**src/sv/nwc_pkg.sv**
```systemverilog
// Shared types, constants and helpers of the normalized window convolution.
package nwc_pkg;

	localparam int PIXEL_BITS_DEF  = 12;
	localparam int WEIGHT_BITS_DEF = 16;

	localparam int FIELD_BITS = 12;
	localparam int SLOT_BITS  = 16;
	localparam int ROW_BITS   = 48;
	localparam int TAPS       = 9;
	localparam int ROWS       = 3;
	localparam int TAPS_PER_ROW = TAPS / ROWS;

	localparam int QUOT_BITS = 12;
	localparam int OUT_BITS  = 13;
	localparam logic [QUOT_BITS-1:0] OUT_MAX = 12'd4095;

	localparam int ADDR_BITS = 5;
	localparam int DATA_BITS = 64;

	localparam logic [ROW_BITS-1:0] TOP_RESET    = 48'h0000_0000_0000;
	localparam logic [ROW_BITS-1:0] MIDDLE_RESET = 48'h0000_0001_0000;
	localparam logic [ROW_BITS-1:0] BOTTOM_RESET = 48'h0000_0000_0000;

	typedef enum logic [1:0] {
		REG_TOP    = 2'd0,
		REG_MIDDLE = 2'd1,
		REG_BOTTOM = 2'd2
	} reg_idx_t;

	typedef struct packed {
		logic [FIELD_BITS-1:0] pixel_nw;
		logic [FIELD_BITS-1:0] pixel_n;
		logic [FIELD_BITS-1:0] pixel_ne;
		logic [FIELD_BITS-1:0] pixel_w;
		logic [FIELD_BITS-1:0] pixel_c;
		logic [FIELD_BITS-1:0] pixel_e;
		logic [FIELD_BITS-1:0] pixel_sw;
		logic [FIELD_BITS-1:0] pixel_s;
		logic [FIELD_BITS-1:0] pixel_se;
		logic [TAPS-1:0]       inside_mask;
	} item_t;

	typedef struct packed {
		logic signed [OUT_BITS-1:0] filtered_value;
		logic                       zero_weight_sum;
	} result_t;

	// Control that travels alongside an item through the merge and divider stages.
	typedef struct packed {
		logic valid;
		logic neg;
		logic zero;
		logic sat;
	} div_ctl_t;

	function automatic logic [FIELD_BITS-1:0] pixel_of(input item_t it, input int k);
		logic [FIELD_BITS-1:0] p;
		case (k)
			0: p = it.pixel_nw;
			1: p = it.pixel_n;
			2: p = it.pixel_ne;
			3: p = it.pixel_w;
			4: p = it.pixel_c;
			5: p = it.pixel_e;
			6: p = it.pixel_sw;
			7: p = it.pixel_s;
			8: p = it.pixel_se;
			default: p = '0;
		endcase
		return p;
	endfunction

endpackage

```
**src/sv/nwc_divider.sv**
```systemverilog
// Pipelined restoring divider: overflow check, then one quotient bit per stage.
module nwc_divider #(
	parameter int PIXEL_BITS  = nwc_pkg::PIXEL_BITS_DEF,
	parameter int WEIGHT_BITS = nwc_pkg::WEIGHT_BITS_DEF
) (
	input  logic                                clk,
	input  logic                                arst_n,
	input  nwc_pkg::div_ctl_t                   ctl_in,
	input  logic [PIXEL_BITS+WEIGHT_BITS+4:0]   n_in,
	input  logic [WEIGHT_BITS+2:0]              den,
	output nwc_pkg::div_ctl_t                   ctl_out,
	output logic [nwc_pkg::QUOT_BITS-1:0]       quot
);

	localparam int QB    = nwc_pkg::QUOT_BITS;
	localparam int NW    = PIXEL_BITS + WEIGHT_BITS + 5;
	localparam int DEN_W = WEIGHT_BITS + 3;
	localparam int LIM_W = DEN_W + 1 + QB;
	localparam int RW    = (NW > LIM_W) ? NW : LIM_W;

	logic [RW-1:0]     dd_w;
	logic [RW-1:0]     lim;
	logic              ov;
	logic [RW-1:0]     rem_s [QB];
	logic [QB-1:0]     q_s   [QB+1];
	nwc_pkg::div_ctl_t ctl_s [QB+1];

	assign dd_w = RW'({den, 1'b0});
	assign lim  = dd_w << QB;
	assign ov   = RW'(n_in) >= lim;

	// Quotients beyond the output range are caught here and saturate at the output, so the steps never overflow.
	always_ff @(posedge clk) begin
		rem_s[0] <= ov ? '0 : RW'(n_in);
		q_s[0]   <= '0;
	end

	always_ff @(posedge clk or negedge arst_n) begin
		if (!arst_n) begin
			ctl_s[0] <= '0;
		end else begin
			ctl_s[0] <= '{valid: ctl_in.valid, neg: ctl_in.neg, zero: ctl_in.zero, sat: ov};
		end
	end

	for (genvar j = 1; j <= QB; j++) begin : g_step
		localparam int SH = QB - j;
		logic [RW-1:0] sub;
		logic          take;

		assign sub  = dd_w << SH;
		assign take = rem_s[j-1] >= sub;

		always_ff @(posedge clk) begin
			q_s[j] <= {q_s[j-1][QB-2:0], take};
		end

		if (j < QB) begin : g_rem
			always_ff @(posedge clk) begin
				rem_s[j] <= take ? rem_s[j-1] - sub : rem_s[j-1];
			end
		end

		always_ff @(posedge clk or negedge arst_n) begin
			if (!arst_n) begin
				ctl_s[j] <= '0;
			end else begin
				ctl_s[j] <= ctl_s[j-1];
			end
		end
	end

	assign ctl_out = ctl_s[QB];
	assign quot    = ctl_s[QB].sat ? nwc_pkg::OUT_MAX : q_s[QB];

endmodule

```
**config.mk**
```make
export PLATFORM = sky130hd
export DESIGN_NAME = nwc_divider
export DESIGN_NICKNAME = d
export VERILOG_FILES = /design/src/sv/nwc_pkg.sv /design/src/sv/nwc_divider.sv
export SDC_FILE = /design/constraint.sdc
export NUM_CORES = 1
export LEC_CHECK = 0
export ABC_AREA = 1
export BUFFER_PORTS_ARGS = -buffer_cell sky130_fd_sc_hd__buf_4
export CORE_MARGIN = 3
export CORE_UTILIZATION = 50
export DETAILED_ROUTE_END_ITERATION = 8
export PLACE_DENSITY = 0.72
export SYNTH_ARGS = -nofsm -noshare
export SYNTH_HDL_FRONTEND = slang
export SYNTH_SLANG_ARGS = --single-unit
```
**constraint.sdc**
```tcl
create_clock -name clk -period 2.4 [get_ports clk]
set_clock_uncertainty 0.2 [all_clocks]
set_input_delay 0.48 -clock clk [delete_from_list [all_inputs] [get_ports clk]]
set_output_delay 0.48 -clock clk [all_outputs]
set_load 0.005 [all_outputs]
```
### Yosys cells after proc, flatten, opt, wreduce, memory -nomap -nowiden

Memory sizes are Yosys's and may differ from the RTL's.
Index checks and enable logic that the tools add are counted.
Widths: inputs -> output; s select.

* output and inout bits: 16
* register bits after elaboration: 52
* bits in writable memories: 552
* memories: 2

* $lt $le $gt $ge: 13
* add/subtract/negate cells: 11
* mux-type cells: 13

Memories
* rem_s: words 12, bits a word 33, rd ports 12, clocked after Yosys merged registers in 0, write ports 12, RTL line nwc_divider.sv:24 `logic [RW-1:0] rem_s [QB];`
* q_s: words 13, bits a word 12, rd ports 13, clocked after Yosys merged registers in 0, write ports 13, RTL line nwc_divider.sv:25 `logic [QB-1:0] q_s [QB+1];`

Operator list (number)
* $mux 33: 12
* $ge 33x20->1: 1
* $ge 33x21->1: 1
* $ge 33x22->1: 1
* $ge 33x23->1: 1
* $ge 33x24->1: 1
* $ge 33x25->1: 1
* $ge 33x26->1: 1
* $ge 33x27->1: 1
* $ge 33x28->1: 1
* $ge 33x29->1: 1
* $ge 33x30->1: 1
* $ge 33x31->1: 1
* $ge 33x32->1: 1
* $sub 33x21->33: 1
* $sub 33x22->33: 1
* $sub 33x23->33: 1
* $sub 33x24->33: 1
* $sub 33x25->33: 1
* $sub 33x26->33: 1
* $sub 33x27->33: 1
* $sub 33x28->33: 1
* $sub 33x29->33: 1
* $sub 33x30->33: 1
* other kinds (2): 2

### Logic depth before layout (Yosys ltp)

An unclocked memory read counts as a cell.

* depth in word-level cells: 3
* mapped depth: 16

### Worst setup path after synthesis

Ideal clock, no wire load.

* path kind: input-to-reg
* from: input den[1]
* to: memory rem_s[2][88] (netlist bit)
* stages: 14
* setup slack: -110 ps
* arrival time: 2195 ps
* path through: inv_1 fa_1 nand3_1 nand3_2 nand2_1 nand2_2 nand2_1 nand2_1 nand2_1 nand2_2 inv_2 buf_6 buf_6 a21oi_2

RTL lines
* start: declaration: RTL line nwc_divider.sv:10 `input logic [WEIGHT_BITS+2:0] den,`
* end: declaration: RTL line nwc_divider.sv:24

### Worst setup path after layout

* from: register ctl_s, in the netlist ctl_out[0]
* to: output quot[9] (netlist bit)

* word-level cells in the longest chain between the ends: 1

RTL lines
* start: declaration: RTL line nwc_divider.sv:26 `nwc_pkg::div_ctl_t ctl_s [QB+1];`
* start signal: indexed assignment: RTL line nwc_divider.sv:68 `ctl_s[j] <= ctl_s[j-1];`
* $mux 12: RTL line nwc_divider.sv:74 `assign quot = ctl_s[QB].sat ? nwc_pkg::OUT_MAX : q_s[QB];`
* end: declaration: RTL line nwc_divider.sv:12 `output logic [nwc_pkg::QUOT_BITS-1:0] quot`

Every way passes these cells.

==> impl_results.md <==
- Status: finished clean
- # DRC: 0
- Tot GR Track Use: 30.4%
- Max Freq: 0.421 GHz
- Reg power frac: 25.3%
- Worst EP required: 1.72 ns
- Seq/Total Area, Yosys: 32.3%
- Worst Hold Depth: 0
- Reg2Reg Depth: 10
- Proportion of layout cells with a drive suffix above 1: 18.8%
- Worst path cell trace: buf_12 > or2_4 > buf_6
- Synth Instances: 5258
- Power per cell area: 1250 nW/um^2
- Hold Path End: q_s[1][30]
- Setup WS post-layout: 0.0251 ns
- Vias: 35400
- Data arrival, critical path: 1.69 ns
- HP Class: flip-flop to flip-flop
- EDFF count, synth: 0
- Mapped Nets: 5574
- Final setup fails: 0
- Skew-Pair Late Insertion Delay: 0.64 ns
- CTS Buffer Depth: 3
- Die Y-Extent: 264 um
- Syn. warnings: 0
- Nets: 6538
- Routed vias/inst: 4.96
- Switching share of power: 42.6%
- Max-slew violations: 0
- Static Leak: 24.5 nW
- Buffers added on ports: 72
- Total Wirelength: 109000 um
- Relative slew slack: 59.8%
- Max IR drop VDD: 0.739 mV
- Crit path kind: flip-flop to primary output
- Detailed Route Iter0 Violations: 2706
- Placement Rows: 94
- CP max FO: 7
- Max-cap violations: 0
- TritonCTS clock tree: done
- Area Growth Syn to Fin: 32.7%
- I/O pin total: 74
- Diode count: 0
- Pre-CTS WS: -0.453 ns
- Worst path bufs/invs: 2
- Routed WL per cell: 15.3 um
- R2r setup slk: 0.05 ns
- Clock power share: 17.5%
- Hpwl dp: 87100 um
- Yosys reg bits: 526
- Mapped Avg Cell Area: 6.35 sq um
- Switching power: 23.7 mW
- H-Tree Level Count: 2
- Core area: 66000 sq um
- R2R Path End: rem_s[2][38]
- Initial core utilization: 50.6%
- Unique cell type count in the Yosys netlist: 41
- RSZ-0062 raised after global routing: yes
- Startpoint Class: flip-flop
- Antenna-violating nets left: 0
- Initial antenna violation count: 1
- Gr ovfl total: 0
- Clock transition at the registers of the reported paths: 0.06 ns
- Async SR Flop Fraction: 9.89%
- Worst hold start: q_s[1][17]
- Filler Cell Count: 5718
- Tcrit/Tclk final: 99.0%
- Min Clock Period, post-route: 2.37 ns
- Primary FF master, synth: dfxtp_1
- Pre-antenna DRT Iters: 6
- Comb pwr share: 57.2%
- Internal power: 31.9 mW
- CP max-delay cell: dfrtp_4
- CP max stage delay: 0.50 ns
- Worst r2r src: rem_s[2][15]
- Clock root buffer: clkbuf_16
- Synthesized cell area: 33400 sq um
- Worst slew pin tran: 0.603 ns
- Area of the multi-input gates: 19200 sq um
- CP Capture Type: primary output
- Die area: 69900 sq um
- First-pass GRT wire length: 171000 um
- Design Power: 55.6 mW
- Gp weighted congestion: 0.959
- Vias in the first global route: 33500
- Reg area: 10800 sq um
- Final Hold Viols: 0
- CTS sink cnt: 526
- CP top delay family: flip-flops
- Die W: 264 um
- Hold Slack: 0.122 ns
- Largest net degree at the start of global routing: 53
- Num CTS Buffers: 58
-- power groups by stage --
stage | registers, mW | clock network (mW) | logic (mW)
finish | 14.1 | 9.71 | 31.8
global route | 14.2 | 10.2 | 35.7
CTS | 14.0 | 9.88 | 31.4
detailed placement | 14.2 | 0 | 31.0
global placement | 14.2 | 0 | 30.5
floorplan | 12.9 | 0 | 18.5
-- cells in the mapped netlist (36+ instances only) --
cell type	n	area share, %
a21oi_1	179	2.7
a21oi_2	36	0.94
dfrtp_1	52	3.9
dfxtp_1	474	28
ha_1	247	9.3
inv_1	851	9.6
nand2_1	2054	23
nand3_1	340	5.1
nand3b_1	43	0.97
nand4_1	64	1.2
nor2_1	442	5.0
nor3_1	82	1.2
o21ai_0	66	0.99
xor2_1	116	3.0
-- state kept, by name (all words and copies together) (netlist names) --
| signal | cells |
|---|---|
| ctl_out | 4 |
| ctl_s | 48 |
| q_s | 78 |
| rem_s | 396 |
-- kinds of logic after synthesis --
group,Yosys count,share of synthesized area [%]
simple gates,3116,38.3
xor+xnor,135,3.54
other cells,1,0.0112
compound gates,300,5.02
buf+inv,922,10.9
fa+ha+maj,258,9.91
flops,526,32.3
-- metal layers --
metal | vias to the layer above | routed length (um) | global-route usage (%)
li1 | 18200 | - | -
met1 | 15900 | 47500 | 39.3
met2 | 1090 | 50800 | 52.8
met3 | 229 | 6590 | 3.44
met4 | 2 | 3910 | 10.8
met5 | - | 13 | 0
-- layout by cell type, fill, tap and decap left out, drive strengths merged, types with 75 or more instances in the layout --
master / n
nand2: 2071
buf: 922
inv: 872
dfxtp: 474
nor2: 464
nand3: 344
ha: 247
a21oi: 215
xor2: 116
nor3: 82
clkbuf: 75
-- per-stage QoR --
stage	instances	cell area [sq um]	setup TNS (ns)	utilization [%]
after global placement	6983	41500	-107.89	62.9
after detailed placement	6983	41500	-117.33	62.9
after global routing	7135	44300	-0.344	67.2
after floorplan	5258	33400	-0.828	-
after CTS	7131	44100	-0.0156	66.8
final	7135	44300	0	67.2
-- cell type report --
| type | instances | share of cell area (%) |
|---|---|---|
| multi-input combinational | 3810 | 43.2 |
| sequential | 526 | 24.3 |
| timing repair buffer | 960 | 17.9 |
| inverter | 866 | 7.39 |
| clock buffer | 73 | 3.60 |
| tap | 864 | 2.44 |
| clock inverter | 36 | 1.14 |
-- worst reg2reg max path, stage by stage, from the launching register on --
cell	delay (ns)
dfxtp_1	0.39
ha_1	0.28
nand2_1	0.11
inv_1	0.07
nand2_1	0.13
inv_1	0.10
a21oi_2	0.15
nand2_2	0.11
a21oi_4	0.34
clkbuf_16	0.25
o21ai_0	0.10
-- worst max path at each step --
stage | from | endpoint | slack (ns) | cells past startpoint
after floorplan | den[1] | rem_s[0][10] | -0.03 | 10
after global placement | den[8] | rem_s[1][49] | -0.45 | 16
after detailed placement | den[1] | rem_s[0][1] | -0.45 | 13
after CTS | ctl_out[0] | quot[9] | -0.02 | 3
after global routing | rem_s[2][70] | rem_s[2][131] | -0.04 | 12
final | ctl_out[0] | quot[9] | 0.03 | 3
-- repair_timing --
action,4_1_cts,5_1_grt
hold buffers,36,0
setup buffers,3,2
pin swaps,5,4
gates cloned,0,2
setup endpoints to repair,38,200
hold endpoints to repair,87,0
gates resized for setup,24,48
Note: power is estimated with default switching activity, not from simulation.
