### config.mk
export PLATFORM = sky130hd
export DESIGN_NAME = nwc_lane
export DESIGN_NICKNAME = d
export VERILOG_FILES = /design/src/sv/nwc_pkg.sv /design/src/sv/nwc_lane.sv
export SDC_FILE = /design/constraint.sdc
export NUM_CORES = 1
export LEC_CHECK = 0
export ABC_AREA = 1
export BUFFER_PORTS_ARGS = -buffer_cell sky130_fd_sc_hd__buf_2
export CAP_MARGIN = 5
export CELL_PAD_IN_SITES_DETAIL_PLACEMENT = 1
export CELL_PAD_IN_SITES_GLOBAL_PLACEMENT = 1
export CORE_MARGIN = 4
export CORE_UTILIZATION = 44
export CTS_CLUSTER_SIZE = 25
export DETAILED_ROUTE_END_ITERATION = 6
export MAX_ROUTING_LAYER = met4
export PLACE_DENSITY_LB_ADDON = 0.15
export RECOVER_POWER = 25
export REMOVE_ABC_BUFFERS = 1
export SYNTH_ARGS = -nofsm -noshare
export SYNTH_HDL_FRONTEND = slang
export SYNTH_SLANG_ARGS = --single-unit
### constraint.sdc
create_clock -name clk -period 10.75 [get_ports clk]
set_input_delay 1.6125 -clock clk [delete_from_list [all_inputs] [get_ports clk]]
set_output_delay 1.6125 -clock clk [all_outputs]
set_load 0.02 [all_outputs]
### src/sv/nwc_pkg.sv
// Shared types, constants and helpers of the normalized window convolution.
package nwc_pkg;

	localparam int PIXEL_BITS_DEF  = 12;
	localparam int WEIGHT_BITS_DEF = 16;

	localparam int FIELD_BITS = 12;
	localparam int SLOT_BITS  = 16;
	localparam int ROW_BITS   = 48;
	localparam int TAPS       = 9;
	localparam int ROWS       = 3;
	localparam int TAPS_PER_ROW = TAPS / ROWS;

	localparam int QUOT_BITS = 12;
	localparam int OUT_BITS  = 13;
	localparam logic [QUOT_BITS-1:0] OUT_MAX = 12'd4095;

	localparam int ADDR_BITS = 5;
	localparam int DATA_BITS = 64;

	localparam logic [ROW_BITS-1:0] TOP_RESET    = 48'h0000_0000_0000;
	localparam logic [ROW_BITS-1:0] MIDDLE_RESET = 48'h0000_0001_0000;
	localparam logic [ROW_BITS-1:0] BOTTOM_RESET = 48'h0000_0000_0000;

	typedef enum logic [1:0] {
		REG_TOP    = 2'd0,
		REG_MIDDLE = 2'd1,
		REG_BOTTOM = 2'd2
	} reg_idx_t;

	typedef struct packed {
		logic [FIELD_BITS-1:0] pixel_nw;
		logic [FIELD_BITS-1:0] pixel_n;
		logic [FIELD_BITS-1:0] pixel_ne;
		logic [FIELD_BITS-1:0] pixel_w;
		logic [FIELD_BITS-1:0] pixel_c;
		logic [FIELD_BITS-1:0] pixel_e;
		logic [FIELD_BITS-1:0] pixel_sw;
		logic [FIELD_BITS-1:0] pixel_s;
		logic [FIELD_BITS-1:0] pixel_se;
		logic [TAPS-1:0]       inside_mask;
	} item_t;

	typedef struct packed {
		logic signed [OUT_BITS-1:0] filtered_value;
		logic                       zero_weight_sum;
	} result_t;

	// Control that travels alongside an item through the merge and divider stages.
	typedef struct packed {
		logic valid;
		logic neg;
		logic zero;
		logic sat;
	} div_ctl_t;

	function automatic logic [FIELD_BITS-1:0] pixel_of(input item_t it, input int k);
		logic [FIELD_BITS-1:0] p;
		case (k)
			0: p = it.pixel_nw;
			1: p = it.pixel_n;
			2: p = it.pixel_ne;
			3: p = it.pixel_w;
			4: p = it.pixel_c;
			5: p = it.pixel_e;
			6: p = it.pixel_sw;
			7: p = it.pixel_s;
			8: p = it.pixel_se;
			default: p = '0;
		endcase
		return p;
	endfunction

endpackage

### src/sv/nwc_lane.sv
// One multiplier lane: weight times pixel for a single neighbor, gated by its mask bit.
module nwc_lane #(
	parameter int PIXEL_BITS  = nwc_pkg::PIXEL_BITS_DEF,
	parameter int WEIGHT_BITS = nwc_pkg::WEIGHT_BITS_DEF
) (
	input  logic                                    clk,
	input  logic [nwc_pkg::SLOT_BITS-1:0]           slot,
	input  logic [nwc_pkg::FIELD_BITS-1:0]          pixel,
	input  logic                                    in_image,
	output logic signed [PIXEL_BITS+WEIGHT_BITS:0]  prod_s1
);

	logic signed [WEIGHT_BITS-1:0] weight;
	logic [PIXEL_BITS-1:0]         pix;
	logic signed [PIXEL_BITS:0]    pix_s;

	assign weight = slot[WEIGHT_BITS-1:0];
	assign pix    = PIXEL_BITS'(pixel);
	assign pix_s  = {1'b0, pix};

	// A neighbor outside the image contributes nothing.
	always_ff @(posedge clk) begin
		if (in_image) begin
			prod_s1 <= weight * pix_s;
		end else begin
			prod_s1 <= '0;
		end
	end

endmodule

# After elaboration in Yosys (flattened, before gate mapping)
# Cells that the tools add are included.
dict set report op_classes {
  mul 1
  reduce_logical 0
  shift 0
  add_sub_neg 0
  eq_ne 0
  bitwise_logic 0
  n_lt_le_gt_ge 0
  n_div 0
  mux 0
}
# op n
set ops {}
lappend ops {{$mul A16 B13 Y29} 1}
dict set report word_totals {
  mem_bits_ro 0
  n_memories 0
  ram_bits 0
  inputBits 30
  ff_bits 29
  latch_bits 0
}

# Longest topological paths before layout
# Gate-level depths: netlist of run 1.
dict set report logic_depth {
  word_depth 1
  depth_mapped 26
  depth_no_buf 24
}

# Worst setup path before layout of run 1
# No wires, ideal clock.
dict set report synth_timing {
  kind {in2reg}
  from {in pixel[3] in the netlist's numbering}
  to {reg prod_s1[23]}
  n_path_buf 2
  arrival_ps 5971
  setup_ps 113
  path_stages 21
  slack_ps 4667
  path_cell_list {clkbuf_1 clkbuf_1 nand2_1 fa_1 fa_1 inv_1 fa_1 fa_1 inv_1 fa_1 inv_1 ha_1 nand2_1 inv_1 nand2_1 nor3_1 nand3_1 nand3_1 nand2_1 nand2_1 nor2_1}
}
dict set report synth_between {
  elab_chain_len 1
}
# item line
set synth_lines {}
lappend synth_lines {{start: declaration} nwc_lane.sv:8} ;# input logic [nwc_pkg::FIELD_BITS-1:0] pixel,
lappend synth_lines {{$mul A16 B13 Y29} nwc_lane.sv:24} ;# prod_s1 <= weight * pix_s;
lappend synth_lines {{end signal: assignment} nwc_lane.sv:24}
lappend synth_lines {{end: declaration} nwc_lane.sv:10} ;# output logic signed [PIXEL_BITS+WEIGHT_BITS:0] prod_s1
# No other way between the ends.
# A chain may end at the register's enable or synchronous reset.

# Worst setup path after layout of run 1
dict set report layout_timing {
  from {in pixel[2] in the netlist's numbering}
  to {reg prod_s1[24]}
}
# Same word-level chain as after synthesis.

==> run summary, run 1 <==
Status = finished clean
Critical path cell sequence = buf_2 > nand2_1 > fa_1 > fa_1 > inv_1 > fa_1 > inv_1 > fa_1 > fa_1 > inv_1 > ha_1 > nand2_1 > nor2_1 > inv_1 > nor2_1 > nand3_1 > nand3_1 > nand2_1 > nand2_1 > nor2_1
Fin. Hold Viols = 0
Row count = 51
Synth Register Bits = 29
Top flop regs = prod_s1 (29)
Final setup fails = 0
Buffers on Ports = 58
Core area = 19,500 µm²
Largest reg by FF count = prod_s1
Sink Count = 29
HPWL after DPL = 19,500 µm
Die area = 22,000 µm²
Ant. Diodes = 0
Post-synth cell types = 23
Syn avg cell area = 7.13 µm²
Min cycle time layout = 6.25 ns
Final estimated routing congestion in global placement = 0.854
First-pass GRT wire length = 38,700 µm
Max Cap Viol = 0
Post-cts sizing count = 0
CP Data Required Time = 10.92 ns
Area grow syn2layout = 6.76%
CP Launch Type = primary input
CP top delay family = adder cells
Fin nets = 1,516
Vias in the first global route = 8,020
Synthesized cell area = 8680 µm²
Max stage delay on crit path = 0.61 ns
CTS buffer count = 5
Hold Path Class = primary input to flop
Slew Limit Fails = 0
Routed vias = 7,037
Grt ovf = 0
Die Wd = 148 µm
Clock tree buffer depth = 2
Slowest cell on the critical path = fa_1
Antenna-violating nets left = 0
Final Cell Area = 9270 µm²
Routed WL = 22,500 µm
Mapped Cells = 1,218
Largest net degree at the start of global routing = 27
Initial Utilization = 0.446
Fraction of layout cells with a size suffix above 1 = 0.0491
Drt pass-1 iters = 4
RSZ-0062 raised after global routing = false
TritonCTS clock tree = yes
Most common cell after layout, fill and taps aside = inv_1
CTS Hold Buffers Added = 0
CP Data Arrival Time = 6.41 ns
Max reg flops = 29
CP Class = primary input to flop
Tot GR Track Use = 0.225
Max Clk Rate = 0.160 GHz
Yosys warns = 0
Post-route setup TNS = 0 ns
Slew headroom = 0.112
Most frequent cells in the layout = 412 x inv_1, 356 x nand2_1, 178 x fa_1, 67 x ha_1, 50 x nor2_1
# IOs = 59
Most frequent CP cell = fa_1
CTS Root Cell = clkbuf_16
Initial antenna violation count = 0
Worst-margin pin slew = 1.33 ns
CTS H-tree lvls = 2
Clock Pin Slew Worst Setup and Hold Paths = 0.05 ns
Die Y = 148 µm
Crit-path max FO = 16
Sequential-to-total area share from yosys stat = 0.0669
DR vias/cell = 4.67
Placed inst area = 9140 µm²
Worst path bufs/invs = 5
Setup bufs post-CTS = 0
1st-iter DRT viols = 203
Worst setup EP type = flop
Final period util = 0.581
Wire per inst = 14.9 µm
DRC Markers = 0
cells by family (layout without fill, tap and decap cells):
family / Yosys count / in the layout / synth area share
compound gates: 46 / 46 / 0.0274
xor+xnor: 2 / 2 / 0.00202
fa+ha+maj: 245 / 245 / 0.507
buf+inv: 454 / 478 / 0.197
flops: 29 / 29 / 0.0669
simple gates: 442 / 442 / 0.200
Yosys cell counts:
library cell	count	area [µm²]
a21oi_1	29	145
buf_4	1	7.51
clkbuf_1	41	154
dfxtp_1	29	581
fa_1	178	3560
ha_1	67	838
inv_1	412	1550
nand2_1	356	1340
nand2_2	1	6.26
nand3_1	21	105
nand3_2	1	10.0
nand3b_1	3	22.5
nand4_1	2	12.5
nor2_1	50	188
nor2_2	4	25.0
nor3_1	2	10.0
nor3_2	2	20.0
o21a_1	1	7.51
o21ai_0	13	65.1
o21ai_1	1	5.00
o21bai_1	2	15.0
xnor2_1	1	8.76
xor2_1	1	8.76
worst paths after layout:
path                  cells past startpoint     endpoint  startpoint  slack (ns)
worst min-delay path                      3   prod_s1[0]     slot[0]        1.73
worst max-delay path                     20  prod_s1[24]    pixel[2]        4.50
area by class of cell:
| cell class | instances | area [µm²] |
|---|---|---|
| clock buffer | 5 | 125 |
| clock inverter | 3 | 17.5 |
| fill | 2546 | 10200 |
| inverter | 412 | 1550 |
| multi-input combinational | 735 | 6390 |
| sequential | 29 | 581 |
| tap | 265 | 332 |
| timing repair buffer | 58 | 274 |
routing by layer:
layer  wire length, µm  global-route usage  up-vias  part of all wire
li1                  -                   -     3401                 -
met1              9460               0.267     3522              0.42
met2             12300               0.429       86              0.55
met3               431              0.0131       28             0.019
met4               317              0.0328        0             0.014
met5                 0                   -        -                 0
stage by stage:
stage | instances | utilization | setup slack (ns) | hold slack (ns)
final | 1507 | 0.476 | 4.50 | 1.73
after global routing | 1507 | 0.476 | 4.15 | 1.75
after CTS | 1507 | 0.477 | 4.51 | 1.74
after detailed placement | 1499 | 0.470 | 4.25 | 2.03
after global placement | 1499 | 0.470 | 4.32 | 2.02
after floorplan | 1176 | - | 5.07 | 1.71
Power of run 1 is not shown: default switching activity piles up to over one toggle a cycle in this logic, so the estimate is an artifact.
==> run 2, diff against run 1 <==
--- a/config.mk
+++ b/config.mk
@@ -5,7 +5,7 @@
 export SDC_FILE = /design/constraint.sdc
 export NUM_CORES = 1
 export LEC_CHECK = 0
-export ABC_AREA = 1
+export ABC_AREA = 0
 export BUFFER_PORTS_ARGS = -buffer_cell sky130_fd_sc_hd__buf_2
 export CAP_MARGIN = 5
 export CELL_PAD_IN_SITES_DETAIL_PLACEMENT = 1
==> constraint.sdc (replaced) <==
create_clock -name clk -period 6.1 [get_ports clk]
set_input_delay 0.915 -clock clk [delete_from_list [all_inputs] [get_ports clk]]
set_output_delay 0.915 -clock clk [all_outputs]
set_load 0.02 [all_outputs]
==> run 2 against run 1 <==
Cell count decreased by 22%. Count of clock-buffer cells in the layout up 2. Via count shrank 17%. Core utilization is 0.66 points higher. Sequential share of layout area increased by 0.43 points. Critical path type unchanged. Critical endpoint is now prod_s1[26]. Largest cell class unchanged. Highest routed layer unchanged.
==> run summary, run 2 <==
Status = finished clean
Sequential-to-total area share from yosys stat = 0.0724 (+0.00550)
Clock tree buffer depth = 2 (unchanged)
Buffers on Ports = 58 (unchanged)
DR vias/cell = 4.93 (+5.6%)
Largest reg by FF count = prod_s1
Filler cell count = 2,153 (-15%)
Most frequent cells in the layout = 251 x inv_1, 178 x fa_1, 108 x nand2_1, 97 x and2_1, 67 x ha_1
Die Wd = 143 µm (-3.7%)
Mapped Cells = 910 (-25%)
Wire per inst = 16.7 µm (+12%)
Syn avg cell area = 8.81 µm² (+24%)
Max Cap Viol = 0 (unchanged)
TritonCTS clock tree = yes
Fraction of layout cells with a size suffix above 1 = 0.0736 (+0.0245)
Final estimated routing congestion in global placement = 0.830 (-2.8%)
Area grow syn2layout = 8.11%
CP Class = primary input to flop
Fin. Hold Viols = 0 (unchanged)
CTS Root Cell = clkbuf_16
CP Launch Type = primary input
Storage cell area = 581 µm² (unchanged)
Hold Path Class = primary input to flop
Sink Count = 29 (unchanged)
Synth top area cells = fa_1 44%, inv_1 12%, ha_1 10%
Post-synth cell types = 44 (+91%)
Hold Path Origin = in_image
Count leader, synth = inv_1
Ant. Diodes = 0 (unchanged)
DRC Markers = 0 (unchanged)
Synth top cells by count = 253 x inv_1, 178 x fa_1, 108 x nand2_1
Final period util = 0.951
CTS buffer count = 5 (unchanged)
Row count = 49 (-3.9%)
Top flop regs = prod_s1 (29)
Min cycle time layout = 5.80 ns
Fin nets = 1,225 (-19%)
Finished Layout Cells = 1,180 (-22%)
Dominant synthesized flop cell = dfxtp_1
Post-route setup TNS = 0 ns (unchanged)
Largest net degree at the start of global routing = 20 (-26%)
Synth Register Bits = 29 (unchanged)
Max reg flops = 29 (unchanged)
Drt pass-1 iters = 4 (unchanged)
1st-iter DRT viols = 196 (-3.4%)
Final setup fails = 0 (unchanged)
Most common cell after layout, fill and taps aside = inv_1
Die Y = 143 µm (-3.7%)
CP Data Arrival Time = 5.95 ns (-0.46 ns)
Multi-input combinational cell area = 6370 µm² (-0.33%)
HPWL after DPL = 16,600 µm (-15%)
Yosys top cell area share = 0.444 (+0.0337)
CP Data Required Time = 6.26 ns (-4.66 ns)
Initial Utilization = 0.447 (+0.000512)
Synthesized cell area = 8020 µm² (-7.6%)
Slew headroom = 0.595 (+0.482)
Worst setup EP type = flop
EDFF count, synth = 0 (unchanged)
Routed vias = 5,820 (-17%)
Crit-path max FO = 16 (unchanged)
Initial antenna violation count = 0 (unchanged)
Vias in the first global route = 6,772 (-16%)
Clock Pin Slew Worst Setup and Hold Paths = 0.05 ns (about the same)
Yosys warns = 0 (unchanged)
Core area = 18,000 µm² (-7.7%)
Synth async-reset ratio = 0 (unchanged)
Crit path capture = prod_s1[26]
Routed WL = 19,700 µm (-12%)
Grt ovf = 0 (unchanged)
Max Clk Rate = 0.172 GHz
Tot GR Track Use = 0.216 (-0.00921)
CTS H-tree lvls = 2 (unchanged)
Slew Limit Fails = 0 (unchanged)
Post-synth top area cell = fa_1
# IOs = 59 (unchanged)
Worst Setup SP = pixel[2]
Post-Place Cells = 1,169 (-22%)
Die area = 20,500 µm² (-7.2%)
First-pass GRT wire length = 33,500 µm (-13%)
Worst-margin pin slew = 0.604 ns (-0.727 ns)
Antenna-violating nets left = 0 (unchanged)
-- run 2: cell count changes after synthesis, moves of 11 or more --
| cell | previous run | this run |
|---|---|---|
| nor2_1 | 50 | 22 |
| nand3_1 | 21 | 5 |
| nand2_1 | 356 | 108 |
| clkbuf_1 | 41 | 30 |
| a21oi_1 | 29 | 16 |
| inv_1 | 412 | 253 |
| nor3_1 | 2 | 15 |
| and2_1 | 0 | 97 |
-- run 2: area by class of cell --
| class | instances | area share |
|---|---|---|
| Multi-Input combinational cell | 596 | 0.735 |
| Inverter | 254 | 0.110 |
| Sequential cell | 29 | 0.0669 |
| Timing Repair Buffer | 64 | 0.0368 |
| Tap cell | 229 | 0.0330 |
| Clock buffer | 7 | 0.0176 |
| Clock inverter | 1 | 0.000577 |
-- run 2: repair_timing --
| item | 4_1_cts | 5_1_grt |
|---|---|---|
| gates resized for setup | 0 | 2 |
| hold buffers | 0 | 0 |
| setup buffers | 0 | 3 |
| endpoints found under the setup margin | 0 | 2 |
-- run 2: logic make-up (layout without fill, tap and decap cells) --
| family | after synthesis | count (layout) | synth area share |
|---|---|---|---|
| fa+ha+maj | 245 | 245 | 0.549 |
| mux | 3 | 3 | 0.00374 |
| xor+xnor | 14 | 14 | 0.0153 |
| buf+inv | 285 | 326 | 0.133 |
| flops | 29 | 29 | 0.0724 |
| simple gates | 264 | 264 | 0.165 |
| compound gates | 70 | 70 | 0.0616 |
-- run 2: how the worst min path moves through the flow --
stage | cells past startpoint | slack (ns) | end
2_1_floorplan | 2 | 1.03 | prod_s1[9]
3_3_place_gp | 3 | 1.29 | prod_s1[9]
3_5_place_dp | 3 | 1.28 | prod_s1[9]
4_1_cts | 3 | 0.99 | prod_s1[9]
5_1_grt | 3 | 1.02 | prod_s1[9]
6_report | 3 | 1.0 | prod_s1[9]
-- run 2: per-layer routing --
metal  part of all wire  GRT usage  wire length [µm]  vias to the layer above
met5                  0          -                 0                        -
met4              0.017     0.0380               342                        0
met3              0.015     0.0151               290                       22
met2               0.59      0.428             11600                       55
met1               0.38      0.236              7500                     3015
li1                   -          -                 -                     2728
-- run 2: worst max-delay path, cell delays in order --
cell	delay, ns
buf_2	0.31
and2_1	0.23
inv_1	0.07
fa_1	0.55
fa_1	0.50
inv_2	0.20
fa_1	0.48
fa_1	0.56
inv_1	0.05
fa_1	0.47
inv_1	0.04
ha_1	0.37
nand3_1	0.17
nor2_1	0.27
o2111ai_2	0.23
a21oi_1	0.26
mux2i_1	0.21
nand2_1	0.06
-- run 2: through the flow --
step / hold slack (ns) / utilization / area [µm²] / worst slack [ns]
after global routing: 1.02 / 0.483 / 8670 / -0.0109
after global placement: 1.29 / 0.473 / 8500 / 0.109
after detailed placement: 1.28 / 0.473 / 8500 / -0.0556
after floorplan: 1.03 / - / 7910 / 0.719
after CTS: 0.993 / 0.482 / 8660 / 0.179
final: 0.996 / 0.483 / 8670 / 0.302
Power of run 2 is left out for the same reason.
