### src/sv/nwc_pkg.sv
// Shared types, constants and helpers of the normalized window convolution.
package nwc_pkg;

	localparam int PIXEL_BITS_DEF  = 12;
	localparam int WEIGHT_BITS_DEF = 16;

	localparam int FIELD_BITS = 12;
	localparam int SLOT_BITS  = 16;
	localparam int ROW_BITS   = 48;
	localparam int TAPS       = 9;
	localparam int ROWS       = 3;
	localparam int TAPS_PER_ROW = TAPS / ROWS;

	localparam int QUOT_BITS = 12;
	localparam int OUT_BITS  = 13;
	localparam logic [QUOT_BITS-1:0] OUT_MAX = 12'd4095;

	localparam int ADDR_BITS = 5;
	localparam int DATA_BITS = 64;

	localparam logic [ROW_BITS-1:0] TOP_RESET    = 48'h0000_0000_0000;
	localparam logic [ROW_BITS-1:0] MIDDLE_RESET = 48'h0000_0001_0000;
	localparam logic [ROW_BITS-1:0] BOTTOM_RESET = 48'h0000_0000_0000;

	typedef enum logic [1:0] {
		REG_TOP    = 2'd0,
		REG_MIDDLE = 2'd1,
		REG_BOTTOM = 2'd2
	} reg_idx_t;

	typedef struct packed {
		logic [FIELD_BITS-1:0] pixel_nw;
		logic [FIELD_BITS-1:0] pixel_n;
		logic [FIELD_BITS-1:0] pixel_ne;
		logic [FIELD_BITS-1:0] pixel_w;
		logic [FIELD_BITS-1:0] pixel_c;
		logic [FIELD_BITS-1:0] pixel_e;
		logic [FIELD_BITS-1:0] pixel_sw;
		logic [FIELD_BITS-1:0] pixel_s;
		logic [FIELD_BITS-1:0] pixel_se;
		logic [TAPS-1:0]       inside_mask;
	} item_t;

	typedef struct packed {
		logic signed [OUT_BITS-1:0] filtered_value;
		logic                       zero_weight_sum;
	} result_t;

	// Control that travels alongside an item through the merge and divider stages.
	typedef struct packed {
		logic valid;
		logic neg;
		logic zero;
		logic sat;
	} div_ctl_t;

	function automatic logic [FIELD_BITS-1:0] pixel_of(input item_t it, input int k);
		logic [FIELD_BITS-1:0] p;
		case (k)
			0: p = it.pixel_nw;
			1: p = it.pixel_n;
			2: p = it.pixel_ne;
			3: p = it.pixel_w;
			4: p = it.pixel_c;
			5: p = it.pixel_e;
			6: p = it.pixel_sw;
			7: p = it.pixel_s;
			8: p = it.pixel_se;
			default: p = '0;
		endcase
		return p;
	endfunction

endpackage

### src/sv/nwc_merge.sv
// Merge stage: adds the lane products, forms the rounding dividend and the weight sum.
module nwc_merge #(
	parameter int PIXEL_BITS  = nwc_pkg::PIXEL_BITS_DEF,
	parameter int WEIGHT_BITS = nwc_pkg::WEIGHT_BITS_DEF
) (
	input  logic                                    clk,
	input  logic                                    arst_n,
	input  logic                                    valid_s1,
	input  logic signed [PIXEL_BITS+WEIGHT_BITS:0]  prod_s1 [nwc_pkg::TAPS],
	input  logic [nwc_pkg::ROW_BITS-1:0]            rows [nwc_pkg::ROWS],
	output nwc_pkg::div_ctl_t                       ctl_s4,
	output logic [PIXEL_BITS+WEIGHT_BITS+4:0]       n_s4,
	output logic [WEIGHT_BITS+2:0]                  den_q
);

	localparam int PW    = PIXEL_BITS + WEIGHT_BITS + 1;
	localparam int RSW   = PW + 2;
	localparam int NUMW  = PW + 3;
	localparam int NW    = NUMW + 1;
	localparam int DEN_W = WEIGHT_BITS + 3;

	logic signed [RSW-1:0]  row_sum_d [nwc_pkg::ROWS];
	logic signed [RSW-1:0]  row_sum_s2 [nwc_pkg::ROWS];
	logic signed [NUMW-1:0] num_s3;
	logic [NUMW-1:0]        mag;
	logic [DEN_W-1:0]       row_den_d [nwc_pkg::ROWS];
	logic [DEN_W-1:0]       row_den_q [nwc_pkg::ROWS];
	logic                   valid_s2;
	logic                   valid_s3;

	// Row sums of the products and of the absolute weights.
	always_comb begin
		logic [WEIGHT_BITS-1:0] w;
		logic [WEIGHT_BITS-1:0] wa;
		for (int r = 0; r < nwc_pkg::ROWS; r++) begin
			row_sum_d[r] = RSW'(prod_s1[nwc_pkg::TAPS_PER_ROW*r])
				+ RSW'(prod_s1[nwc_pkg::TAPS_PER_ROW*r+1])
				+ RSW'(prod_s1[nwc_pkg::TAPS_PER_ROW*r+2]);
			row_den_d[r] = '0;
			for (int s = 0; s < nwc_pkg::TAPS_PER_ROW; s++) begin
				w  = rows[r][s*nwc_pkg::SLOT_BITS +: WEIGHT_BITS];
				wa = w[WEIGHT_BITS-1] ? (~w + 1'b1) : w;
				row_den_d[r] = row_den_d[r] + DEN_W'(wa);
			end
		end
	end

	// The weight sum follows the registers, through row_den_q and then den_q.
	always_ff @(posedge clk) begin
		row_den_q <= row_den_d;
		den_q     <= row_den_q[0] + row_den_q[1] + row_den_q[2];
	end

	always_ff @(posedge clk) begin
		row_sum_s2 <= row_sum_d;
		num_s3     <= NUMW'(row_sum_s2[0]) + NUMW'(row_sum_s2[1]) + NUMW'(row_sum_s2[2]);
	end

	always_comb begin
		mag = num_s3[NUMW-1] ? NUMW'(-num_s3) : NUMW'(num_s3);
	end

	// Dividend for round half away from zero: 2*|num| + den over 2*den.
	always_ff @(posedge clk) begin
		n_s4 <= {mag, 1'b0} + NW'(den_q);
	end

	always_ff @(posedge clk or negedge arst_n) begin
		if (!arst_n) begin
			valid_s2 <= 1'b0;
			valid_s3 <= 1'b0;
			ctl_s4   <= '0;
		end else begin
			valid_s2     <= valid_s1;
			valid_s3     <= valid_s2;
			ctl_s4.valid <= valid_s3;
			ctl_s4.neg   <= num_s3[NUMW-1];
			ctl_s4.zero  <= (den_q == '0);
			ctl_s4.sat   <= 1'b0;
		end
	end

endmodule

### config.mk
export PLATFORM = sky130hd
export DESIGN_NAME = nwc_merge
export DESIGN_NICKNAME = d
export VERILOG_FILES = /design/src/sv/nwc_pkg.sv /design/src/sv/nwc_merge.sv
export SDC_FILE = /design/constraint.sdc
export NUM_CORES = 1
export LEC_CHECK = 0
export BUFFER_PORTS_ARGS = -buffer_cell sky130_fd_sc_hd__buf_4
export CAP_MARGIN = 20
export CELL_PAD_IN_SITES_DETAIL_PLACEMENT = 1
export CELL_PAD_IN_SITES_GLOBAL_PLACEMENT = 2
export CORE_ASPECT_RATIO = 0.8
export CORE_MARGIN = 1.5
export CORE_UTILIZATION = 31
export CTS_CLUSTER_SIZE = 28
export DETAILED_ROUTE_END_ITERATION = 10
export HOLD_SLACK_MARGIN = 0.08
export PLACE_DENSITY = 0.86
export SYNTH_ARGS = -nofsm -noshare
export SYNTH_HDL_FRONTEND = slang
export SYNTH_SLANG_ARGS = --single-unit
### constraint.sdc
create_clock -name clk -period 3.2 [get_ports clk]
set_clock_uncertainty 0.1 [all_clocks]
set_input_delay 0.8 -clock clk [delete_from_list [all_inputs] [get_ports clk]]
set_output_delay 0.8 -clock clk [all_outputs]
set_load 0.03 [all_outputs]
After elaboration in Yosys (flattened, before gate mapping)
Cells that the tools add are included.
{ "totals": {"reg_bits": 236, "inputBits": 408, "output_inout_bits": 56, "wordCells": 61} }
{ "op_classes": {"add_sub_neg": 27, "muxes": 10, "bitwise": 9, "n_reduce_logical": 1} }
{ "op_table": {"columns": ["op", "n"], "rows": [
  ["$add A16 B1 Y16 const B", 9],
  ["$mux W16", 9],
  ["$not A16 Y16", 9],
  ["$add A30 B29 Y31", 3],
  ["$add A29 B29 Y30", 3],
  ["$add A17 B16 Y18", 3],
  ["$add A16 B16 Y17", 3],
  ["$add A33 B19 Y33", 1],
  ["$add A31 B31 Y32", 1],
  ["$add A32 B31 Y32", 1],
  ["$mux W32", 1],
  ["$neg A32 Y32", 1],
  ["$add A18 B18 Y19", 1],
  ["$add A19 B18 Y19", 1],
  ["$logic_not A19 Y1", 1]
]} }

Logic depth before layout (Yosys ltp)
Gate-level depths: netlist of run 1.
{ "depth": {"depth_word": 5, "depth_mapped": 18, "depth_no_buf": 18} }

Worst setup path before layout of run 1
OpenSTA, ideal clock, no wires.
{ "synth_timing": {"kind": "in2reg", "startpoint": "in rows[37] (netlist bit)", "endpoint": "reg row_den_q[16] (netlist bit)", "setup_ns": 0.072, "arrival_ns": 4.421, "required_time_ns": 3.028, "setup_slack_ns": -1.393, "stages": 14, "path_buffers": 0, "path_cell_list": "or4_1 -> or4_1 -> or3_1 -> nand2_1 -> xor2_1 -> fa_1 -> inv_1 -> ha_1 -> or2_2 -> a2111oi_0 -> or2_2 -> o2111ai_1 -> a21oi_1 -> xnor2_1"} }
{ "synth_lines": {"columns": ["element", "line_no", "source"], "rows": [
  ["from (decl)", "nwc_merge.sv:10", "input logic [nwc_pkg::ROW_BITS-1:0] rows [nwc_pkg::ROWS],"],
  ["to (signal assigned)", "nwc_merge.sv:50", "row_den_q <= row_den_d;"],
  ["to (decl)", "nwc_merge.sv:27", "logic [DEN_W-1:0] row_den_q [nwc_pkg::ROWS];"]
]} }

==> flow_metrics.py, run 1 <==
metrics = {
    "run_status": {
        "status": "finished with violations",
        "failed_checks": "negative setup slack",
    },
    "power_and_ir_drop": {
        "cellLeakagePower_nw": 16.3,
        "post-layout-total-power_w": 0.0412,
        "power_per_cell_area_nw_per_um2": 1160,
        "max-vdd-ir-drop_v": 0.000748,
    },
    "synth": {
        "ys.flop_type": "sky130_fd_sc_hd__dfxtp_1",
        "simple_logic_cell_fraction_of_the_synthesized_area_pct": 12.4,
        "post_synth_fa_ha_maj_area_fraction_pct": 30.6,
        "syn_area_per_cell_um2": 9.36,
        "synth_most_common_cell": "sky130_fd_sc_hd__dfxtp_1",
        "ys_types": 69,
        "number_of_synthesized_flops_with_an_enable_pin": 0,
        "synthesis.area_um2": 21100,
        "yosysTopAreaCell": "sky130_fd_sc_hd__dfxtp_1",
        "synth_top_area_share_pct": 21.9,
        "synth.top_cells.by_area": "sky130_fd_sc_hd__dfxtp_1, sky130_fd_sc_hd__fa_1, sky130_fd_sc_hd__ha_1",
        "syn_inst": 2253,
        "proportion_of_register_bits_with_asynchronous_set_or_reset_after_synthesis_pct": 2.12,
        "post_synth_most_frequent_cells": "sky130_fd_sc_hd__dfxtp_1, sky130_fd_sc_hd__ha_1, sky130_fd_sc_hd__inv_1",
        "post_synth_xor_area_fraction_pct": 13.3,
        "synth_sequential_area_ratio_pct": 22.5,
        "synth_compound_area_share_pct": 16.8,
        "synth_top_family_by_area": "adder cells",
        "postSynthRegisterBits": 236,
        "post_synth_mux_area_share_pct": 0.475,
        "synth_warnings": 0,
        "synthesis.nets": 3061,
    },
    "global_routing": {
        "grt_max_degree": 19,
        "grt_antenna_before_repair": 4,
        "track_usage_pct": 22.8,
        "grt-ovfl-total": 0,
        "grt_pass1_wl_um": 126000,
        "vias_in_the_first_global_route": 23860,
    },
    "floorplan": {
        "initial_utilization_pct": 31.3,
        "die_x_um": 295,
        "core_region_area_um2": 67300,
        "die_height_um": 236,
        "placementRows": 85,
        "die_outline_area_um2": 69600,
        "io-pin-count": 464,
    },
    "clocking": {
        "number_of_buffers_added_by_the_clock_tree_synthesis_step": 27,
        "skew_pair_late_insertion_delay_ps": 560,
        "cts-root-to-sink-buffers": 3,
        "cts-htree-levels": 1,
        "cts_root_buf": "sky130_fd_sc_hd__clkbuf_16",
        "clkSlewWorstSetupHoldPaths_ps": 60,
        "clkSinkCount": 236,
        "tritoncts_clock_tree": "yes",
    },
    "detailed_routing": {
        "antenna_left": 0,
        "avgViaCountPerCell": 4.92,
        "routedWlPerCell_um": 19.8,
        "drt_pass1_iterations": 5,
        "drc_violation_count_after_routing": 0,
        "wl_um": 86400,
        "initialDrtViolationCount": 676,
        "detailroute.via_count": 21424,
    },
    "timing": {
        "rsz0062_at_grt": "true",
        "final_min_period_over_clock_period_pct": 125,
        "max-slew-margin-rel_pct": 53.7,
        "fin_hold_ws_ps": 258,
        "clock.fmax_ghz": 0.251,
        "maxSlewViolCount": 0,
        "fin_ws_ps": -787,
        "worstMarginPinSlew_ps": 687,
        "period_needed_ps": 3990,
        "setup_viol_count_final": 76,
        "final_hold_violations": 0,
    },
    "setup_path": {
        "reg_to_reg_slack_setup_ps": -490,
        "worstPathRequired_ps": 3540,
        "critPathArrivalTime_ps": 4330,
        "critPathMaxFanout": 3,
        "crit_path_end_kind": "flip-flop",
        "r2r_cells": 15,
        "element_type_at_the_critical_path_start": "input pin",
        "critPathKind": "input pin to flip-flop",
    },
    "finish": {
        "fraction_of_final_layout_cells_with_drive_strength_greater_than_1_pct": 51.2,
        "ff_latch_area_um2": 4770,
        "final_net_count": 4227,
        "nFillCells": 7484,
        "multiInputGateArea_um2": 19100,
        "area.growth.synth_to_final_pct": 69.2,
    },
    "placement": {
        "place_hpwl_um": 66900,
        "place.gp.congestion": 0.917,
        "io_buffers": 462,
    },
    "job": {
        "max-cap-violations": 0,
    },
    "min_path": {
        "hold-path-cell-count": 0,
        "min_path_type": "flip-flop to flip-flop",
    },
}
repair_timing:
action                                 in CTS  in global routing
setup buffers                              77                 68
cloned                                      0                  0
hold buffers                                1                  0
endpoints found under the hold margin       5                  0
resized for setup                         357                266
pin swaps                                 198                239
setup endpoints to repair                  89                 99
final timing paths:
path                                from       endpoint
min in group asynchronous         arst_n       valid_s2
setup reg to reg           row_sum_s2[1]     num_s3[31]
max in group asynchronous         arst_n      ctl_s4[1]
hold reg to reg                 valid_s3      ctl_s4[3]
hold / removal                  valid_s3      ctl_s4[3]
setup / recovery               rows[101]  row_den_q[54]
registers in the layout, summed over array words and instances, names as in the netlist:
name and flops:
row_sum_s2 93, row_den_q 54, n_s4 33, num_s3 32, den_q 19, ctl_s4 3
valid_s2 1, valid_s3 1
cell type report:
cell class | count | area share (%)
clock inverters | 9 | 0.228
flip-flops and latches | 236 | 13.4
inverters | 194 | 2.16
multi-input cells | 1802 | 53.4
clock buffers | 41 | 2.18
diodes | 1 | 0.00702
repair buffers | 1158 | 25.4
well taps | 913 | 3.20
layout by cell type, fill, tap and decap left out, drive strengths merged, types with 28 or more instances in the layout:
cell / instances
nand2: 135
clkbuf: 41
dfxtp: 231
xnor2: 168
o31ai: 46
ha: 207
nor2: 125
a21oi: 133
or3: 29
nand3: 36
nand2b: 32
nor3: 42
inv: 196
buf: 1157
o41ai: 28
xor2: 152
a21o: 73
fa: 193
o21ai: 125
critical path, cell delays in order:
cell and delay (ps):
sky130_fd_sc_hd__buf_6 90, sky130_fd_sc_hd__or4_4 560, sky130_fd_sc_hd__or3_4 420, sky130_fd_sc_hd__buf_4 140, sky130_fd_sc_hd__o21ai_2 150, sky130_fd_sc_hd__xor2_1 120
sky130_fd_sc_hd__fa_1 510, sky130_fd_sc_hd__inv_2 50, sky130_fd_sc_hd__ha_4 270, sky130_fd_sc_hd__and3_4 170, sky130_fd_sc_hd__o211ai_1 150, sky130_fd_sc_hd__a311oi_2 280
sky130_fd_sc_hd__o21a_1 190, sky130_fd_sc_hd__o21a_1 170, sky130_fd_sc_hd__mux2i_1 200, sky130_fd_sc_hd__nand2_1 70
cell families (layout without fill, tap and decap cells):
kind of cell | Yosys count | count (layout)
AO/OA/AOI/OAI | 546 | 546
XOR/XNOR | 320 | 320
adder cells (fa/ha/maj) | 400 | 400
buffers and inverters | 215 | 1402
flip-flops | 236 | 236
multiplexers | 10 | 10
other | 1 | 2
AND/OR/NAND/NOR | 525 | 525
layer usage:
| layer | GRT usage, % | part of all wire (%) | vias to the layer above |
|---|---|---|---|
| met5 | 0 | 0.015 | - |
| met4 | 5.51 | 2.8 | 2 |
| met3 | 3.02 | 3.4 | 142 |
| met2 | 39.9 | 50 | 386 |
| met1 | 29.6 | 44 | 10709 |
| li1 | - | - | 10185 |
power breakdown:
| group | switching, W | total (W) | internal [W] | leakage, nW |
|---|---|---|---|---|
| clock | 0.00132 | 0.00308 | 0.00176 | 0.426 |
| combinational | 0.0164 | 0.0322 | 0.0158 | 13.9 |
| sequential | 0.00119 | 0.00599 | 0.00479 | 2.01 |
stage by stage:
| stage | setup slack, ps | setup TNS (ps) | cell area [um2] | util [%] | std cells |
|---|---|---|---|---|---|
| 6_report | -787 | -21610 | 35700 | 53.0 | 4354 |
| 5_1_grt | -918 | -29880 | 35700 | 53.0 | 4353 |
| 4_1_cts | -728 | -15470 | 33900 | 50.4 | 4308 |
| 3_5_place_dp | -1540 | -76760 | 30900 | 45.9 | 4193 |
| 3_3_place_gp | -1510 | -67510 | 30900 | 45.9 | 4193 |
| 2_1_floorplan | -1240 | -22200 | 22000 | - | 2253 |
Note: power is estimated with default switching activity, not from simulation.
==> run 2, diff against run 1 <==
CORE_ASPECT_RATIO = 0.75   (was 0.8)
PLACE_DENSITY = default   (was 0.86)
PLACE_DENSITY_LB_ADDON = 0.1   (was default)
==> run 2 against run 1 <==
The run still ends with negative setup slack left. Flip-flop and latch count did not move. Core utilization fell by 0.26 points. Cell area fell by 0.98%. Register-to-register slack improved by 110 ps. Sequential power barely moved. Sequential share of layout area rose by 0.12 points. Wire length fell by 8.0%. Via count fell by 2.8%. Critical path depth fell by 1. Non-clock buffer count rose by 7. Global-route usage fell by 0.66 points. Critical path type unchanged.
==> flow_metrics.py, run 2 (synthesis results as in run 1) <==
metrics = {
    "floorplan": {
        "die_outline_area_um2": 69600,
        "placementRows": 82,
        "core_region_area_um2": 67000,
        "die_height_um": 229,
        "die_x_um": 304,
        "initial_utilization_pct": 31.5,
        "io-pin-count": 464,
    },
    "clocking": {
        "cts-htree-levels": 1,
        "number_of_buffers_added_by_the_clock_tree_synthesis_step": 28,
        "clkSlewWorstSetupHoldPaths_ps": 60,
        "tritoncts_clock_tree": "yes",
        "skew_pair_late_insertion_delay_ps": 570,
        "cts-root-to-sink-buffers": 3,
        "cts_root_buf": "sky130_fd_sc_hd__clkbuf_16",
        "clkSinkCount": 236,
    },
    "power_and_ir_drop": {
        "clock_power_share_pct": 8.8,
        "power_per_cell_area_nw_per_um2": 1130,
        "power_frac_seq_pct": 15.0,
        "max-vdd-ir-drop_v": 0.000668,
        "power.internal_w": 0.0222,
        "switchingPower_w": 0.0178,
        "p_comb_share_pct": 76.2,
        "netSwitchingFraction_pct": 44.6,
        "cellLeakagePower_nw": 16.3,
    },
    "detailed_routing": {
        "drt_pass1_iterations": 5,
        "initialDrtViolationCount": 728,
        "antenna_left": 0,
        "detailroute.via_count": 20830,
        "drc_violation_count_after_routing": 0,
        "avgViaCountPerCell": 4.81,
        "wl_um": 79500,
        "routedWlPerCell_um": 18.4,
    },
    "global_routing": {
        "grt_max_degree": 15,
        "track_usage_pct": 22.2,
        "vias_in_the_first_global_route": 23140,
        "grt-ovfl-total": 0,
        "grt_antenna_before_repair": 4,
        "grt_pass1_wl_um": 123000,
    },
    "timing": {
        "period_needed_ps": 3940,
        "rsz0062_at_grt": "true",
        "worstMarginPinSlew_ps": 780,
        "clock.fmax_ghz": 0.254,
        "fin_setup_tns_ps": -20460,
        "fin_hold_ws_ps": 247,
        "maxSlewViolCount": 0,
        "final_min_period_over_clock_period_pct": 123,
        "fin_ws_ps": -736,
        "final_hold_violations": 0,
        "max-slew-margin-rel_pct": 47.4,
        "setup_viol_count_final": 70,
    },
    "placement": {
        "placed_cell_area_um2": 31100,
        "place.detailed.instances": 4194,
        "place_hpwl_um": 66000,
        "pre_cts_setup_slack_ps": -1500,
        "io_buffers": 462,
        "place.gp.congestion": 0.910,
    },
    "finish": {
        "max_flop_register": "row_sum_s2",
        "antenna-diode-count": 0,
        "final_net_count": 4235,
        "final_cell_mix": "sky130_fd_sc_hd__buf_4, sky130_fd_sc_hd__dfxtp_1, sky130_fd_sc_hd__fa_1",
        "area.growth.synth_to_final_pct": 67.5,
        "finish.instance_area_um2": 35300,
        "reg.largest.list": "row_sum_s2: 93 flops, row_den_q: 54 flops, n_s4: 33 flops",
        "number_of_non_filler_instances_in_the_completed_layout": 4330,
        "nFillCells": 7507,
        "number_of_flip_flops_under_the_largest_register_name": 93,
        "mostFrequentLayoutCell": "sky130_fd_sc_hd__buf_4",
        "multiInputGateArea_um2": 18600,
        "fraction_of_final_layout_cells_with_drive_strength_greater_than_1_pct": 50.0,
        "ff_latch_area_um2": 4770,
    },
    "min_path": {
        "min_path_type": "flip-flop to flip-flop",
    },
    "setup_path": {
        "worstPathRequired_ps": 3560,
        "critPathArrivalTime_ps": 4300,
        "crit_path_end_kind": "flip-flop",
        "critPathMaxFanout": 3,
        "element_type_at_the_critical_path_start": "input pin",
        "critPathKind": "input pin to flip-flop",
    },
    "run_status": {
        "failed_checks": "negative setup slack",
        "status": "finished with violations",
    },
    "job": {
        "max-cap-violations": 0,
    },
}
==> run 2: cell types whose count changed in the layout (fill, tap and decap cells not counted), sizes merged <==
| cell | delta |
|---|---|
| clkbuf | -10 |
| buf | +7 |
| diode | -1 |
| clkinvlp | +6 |
| bufinv | +5 |
==> run 2: critical path, stage by stage <==
cell and delay, ps:
sky130_fd_sc_hd__buf_6 90, sky130_fd_sc_hd__or3_4 380, sky130_fd_sc_hd__or4_4 530, sky130_fd_sc_hd__buf_6 140
sky130_fd_sc_hd__o21ai_4 130, sky130_fd_sc_hd__xor2_2 90, sky130_fd_sc_hd__fa_1 560, sky130_fd_sc_hd__inv_2 50
sky130_fd_sc_hd__ha_4 230, sky130_fd_sc_hd__a21boi_4 140, sky130_fd_sc_hd__o21ai_2 160, sky130_fd_sc_hd__a21oi_2 90
sky130_fd_sc_hd__o41ai_2 290, sky130_fd_sc_hd__or4b_4 500, sky130_fd_sc_hd__o211ai_1 120
==> run 2: layout make-up <==
| class | count | area share [%] |
|---|---|---|
| flip-flops and latches | 236 | 13.5 |
| multi-input cells | 1802 | 52.8 |
| well taps | 882 | 3.12 |
| repair buffers | 1165 | 25.5 |
| clock inverters | 20 | 0.804 |
| clock buffers | 31 | 2.07 |
| inverters | 194 | 2.18 |
==> run 2: final timing paths <==
path	to	cells past startpoint	from	slack, ps
max	row_den_q[34]	15	rows[49]	-740
min	ctl_s4[3]	0	valid_s3	250
max reg2reg	n_s4[30]	16	num_s3[6]	-380
min reg2reg	ctl_s4[3]	0	valid_s3	250
max in group asynchronous	ctl_s4[3]	2	arst_n	2410
min in group asynchronous	valid_s2	2	arst_n	480
==> run 2: per-layer routing <==
layer	track usage [%]	vias to the layer above	share of wire [%]
li1	-	10162	-
met1	30.3	10252	47
met2	37.8	340	48
met3	3.12	72	3.6
met4	2.89	4	1.3
met5	0	-	0.034
==> run 2: timing repair <==
action                     CTS  global route
setup buffers              120            47
resized for setup          276           245
hold buffers                 1             0
hold endpoints to repair     5             0
setup endpoints to repair   85           108
pin swaps                  203           248
gates cloned                 0             0
==> run 2: metrics by stage <==
| step | total power, W | util, % |
|---|---|---|
| global placement | 0.0310 | 46.5 |
| floorplan | 0.0210 | - |
| finish | 0.0400 | 52.7 |
| detailed placement | 0.0318 | 46.5 |
| CTS | 0.0379 | 50.6 |
| global route | 0.0433 | 52.7 |
==> run 2: power by group through the flow <==
stage          registers, W  logic, W  clock network, W
6_report            0.00600    0.0305           0.00353
5_1_grt             0.00616    0.0334           0.00377
4_1_cts             0.00599    0.0282           0.00365
3_5_place_dp        0.00600    0.0258                 0
3_3_place_gp        0.00597    0.0251                 0
2_1_floorplan       0.00623    0.0147                 0
==> run 3, diff against run 2 <==
CTS_CLUSTER_DIAMETER = 150   (was default)
PLACE_DENSITY_LB_ADDON = 0.3   (was 0.1)
==> run 3 against run 2 <==
The run still ends with negative setup slack left. First-iteration DRC count shrank 10%. Largest power group unchanged. Wire length rose by 2.5%. Critical path type unchanged. Critical path depth increased by 1. Hold slack better by 21 ps. Via count is 0.48% higher.
==> flow_metrics.py, run 3 (synthesis results as in run 1) <==
metrics = {
    "setup_path": {
        "crit_top_cell": "sky130_fd_sc_hd__or4_4",
        "crit_path_end_kind": "flip-flop",
        "critPathMaxFanout": 3,
        "crit_slowest_cell": "sky130_fd_sc_hd__fa_1",
        "element_type_at_the_critical_path_start": "input pin",
        "path_delay_family": "simple AND/OR/NAND/NOR gates",
        "cpPeakStageDelay_ps": 550,
        "critPathKind": "input pin to flip-flop",
        "worstPathRequired_ps": 3540,
        "critPathArrivalTime_ps": 4350,
        "path_buf_inv": 3,
        "critical_path.cell_chain": "buf_6 > or4_4 > or4_4 > or3_4 > nand2_4 > xor2_4 > fa_1 > inv_2 > ha_4 > or2_4 > a2111oi_4 > buf_4 > nor2_2 > a21o_1 > a21oi_2 > xnor2_1",
    },
    "placement": {
        "pre_cts_setup_slack_ps": -1540,
        "placed_cell_area_um2": 31100,
        "place.detailed.instances": 4189,
        "io_buffers": 462,
        "place_hpwl_um": 66300,
        "place.gp.congestion": 0.892,
    },
    "power_and_ir_drop": {
        "power.internal_w": 0.0214,
        "netSwitchingFraction_pct": 45.6,
        "clock_power_share_pct": 4.6,
        "max-vdd-ir-drop_v": 0.000675,
        "switchingPower_w": 0.0179,
        "power_per_cell_area_nw_per_um2": 1100,
        "p_comb_share_pct": 80.3,
        "power_frac_seq_pct": 15.2,
        "cellLeakagePower_nw": 16.3,
    },
    "detailed_routing": {
        "avgViaCountPerCell": 4.84,
        "drc_violation_count_after_routing": 0,
        "initialDrtViolationCount": 653,
        "wl_um": 81400,
        "routedWlPerCell_um": 18.8,
        "drt_pass1_iterations": 5,
        "detailroute.via_count": 20931,
        "antenna_left": 0,
    },
    "timing": {
        "fin_setup_tns_ps": -21190,
        "maxSlewViolCount": 0,
        "setup_viol_count_final": 72,
        "fin_ws_ps": -810,
        "max-slew-margin-rel_pct": 59.6,
        "final_hold_violations": 0,
        "worstMarginPinSlew_ps": 601,
        "fin_hold_ws_ps": 269,
        "clock.fmax_ghz": 0.249,
        "final_min_period_over_clock_period_pct": 125,
        "period_needed_ps": 4010,
        "rsz0062_at_grt": "true",
    },
    "global_routing": {
        "grt_pass1_wl_um": 124000,
        "grt.met1_usage_pct": 30.4,
        "grt-ovfl-total": 0,
        "met2_use_gr_pct": 38.0,
        "vias_in_the_first_global_route": 23370,
        "met3_usage_pct": 2.39,
        "grt_max_degree": 30,
        "grt_most_used_layer": "met2",
        "track_usage_pct": 22.1,
        "grt_antenna_before_repair": 2,
    },
    "finish": {
        "final_net_count": 4251,
        "number_of_non_filler_instances_in_the_completed_layout": 4327,
        "mostFrequentLayoutCell": "sky130_fd_sc_hd__buf_4",
        "fraction_of_final_layout_cells_with_drive_strength_greater_than_1_pct": 51.4,
        "final_cell_mix": "sky130_fd_sc_hd__buf_4, sky130_fd_sc_hd__dfxtp_1, sky130_fd_sc_hd__fa_1",
        "number_of_flip_flops_under_the_largest_register_name": 93,
        "reg.largest.list": "row_sum_s2: 93 flops, row_den_q: 54 flops, n_s4: 33 flops",
        "finish.instance_area_um2": 35700,
        "max_flop_register": "row_sum_s2",
        "area.growth.synth_to_final_pct": 69.2,
    },
    "floorplan": {
        "io-pin-count": 464,
        "initial_utilization_pct": 31.5,
        "core_region_area_um2": 67000,
        "die_x_um": 304,
        "placementRows": 82,
        "die_height_um": 229,
        "die_outline_area_um2": 69600,
    },
    "clocking": {
        "cts-htree-levels": 1,
        "cts-root-to-sink-buffers": 3,
        "clkSlewWorstSetupHoldPaths_ps": 130,
        "cts_root_buf": "sky130_fd_sc_hd__clkbuf_16",
        "tritoncts_clock_tree": "yes",
        "skew_pair_late_insertion_delay_ps": 520,
        "number_of_buffers_added_by_the_clock_tree_synthesis_step": 12,
        "clkSinkCount": 236,
    },
    "job": {
        "max-cap-violations": 0,
    },
    "run_status": {
        "failed_checks": "negative setup slack",
        "status": "finished with violations",
    },
    "min_path": {
        "min_path_type": "flip-flop to flip-flop",
    },
}
[run 3: cell count changes in the layout (fill, tap and decap cells not counted), sizes merged]
cell	change
clkinv	-6
buf	+32
clkbuf	-17
bufinv	-6
inv	-1
clkinvlp	-6
diode	+1
[run 3: through the flow]
stage	utilization (%)	total power (W)
2_1_floorplan	-	0.0210
3_3_place_gp	46.4	0.0310
3_5_place_dp	46.4	0.0318
5_1_grt	53.2	0.0427
4_1_cts	50.4	0.0365
6_report	53.2	0.0393
[run 3: final cells by class]
| class | instances | area, um2 |
|---|---|---|
| fillers | 7459 | 31300 |
| multi-input cells | 1802 | 19200 |
| repair buffers | 1197 | 9450 |
| flip-flops and latches | 236 | 4770 |
| well taps | 882 | 1100 |
| inverters | 194 | 776 |
| clock buffers | 14 | 329 |
| clock inverters | 1 | 16.3 |
| diodes | 1 | 2.50 |
[run 3: routing by layer]
layer | share of wire, % | vias to the layer above
met2 | 49 | 313
met3 | 3.2 | 61
met1 | 46 | 10378
met5 | 0 | -
li1 | - | 10179
met4 | 1.4 | 0
[run 3: power by group through the flow]
stage | sequential (W) | clock, W | combinational, W
after floorplan | 0.00623 | 0 | 0.0147
after global placement | 0.00595 | 0 | 0.0250
after detailed placement | 0.00598 | 0 | 0.0258
after CTS | 0.00593 | 0.00189 | 0.0286
after global routing | 0.00611 | 0.00198 | 0.0346
final | 0.00596 | 0.00180 | 0.0316
[run 3: repair_timing]
action / 4_1_cts / 5_1_grt
gates resized for setup: 365 / 306
buffers inserted: 101 / 71
pin swaps: 258 / 281
cloned: 0 / 0
endpoints found under the hold margin: 5 / 0
hold buffers: 1 / 0
endpoints found under the setup margin: 99 / 108
[run 3: worst paths after layout]
kind	startpoint	to	slack (ps)	cells past startpoint
setup / recovery	rows[36]	row_den_q[14]	-810	16
hold / removal	valid_s2	valid_s3	270	0
setup reg to reg	row_sum_s2[1]	num_s3[31]	-400	15
hold reg to reg	valid_s2	valid_s3	270	0
max in group asynchronous	arst_n	ctl_s4[1]	2310	2
min in group asynchronous	arst_n	ctl_s4[3]	520	2
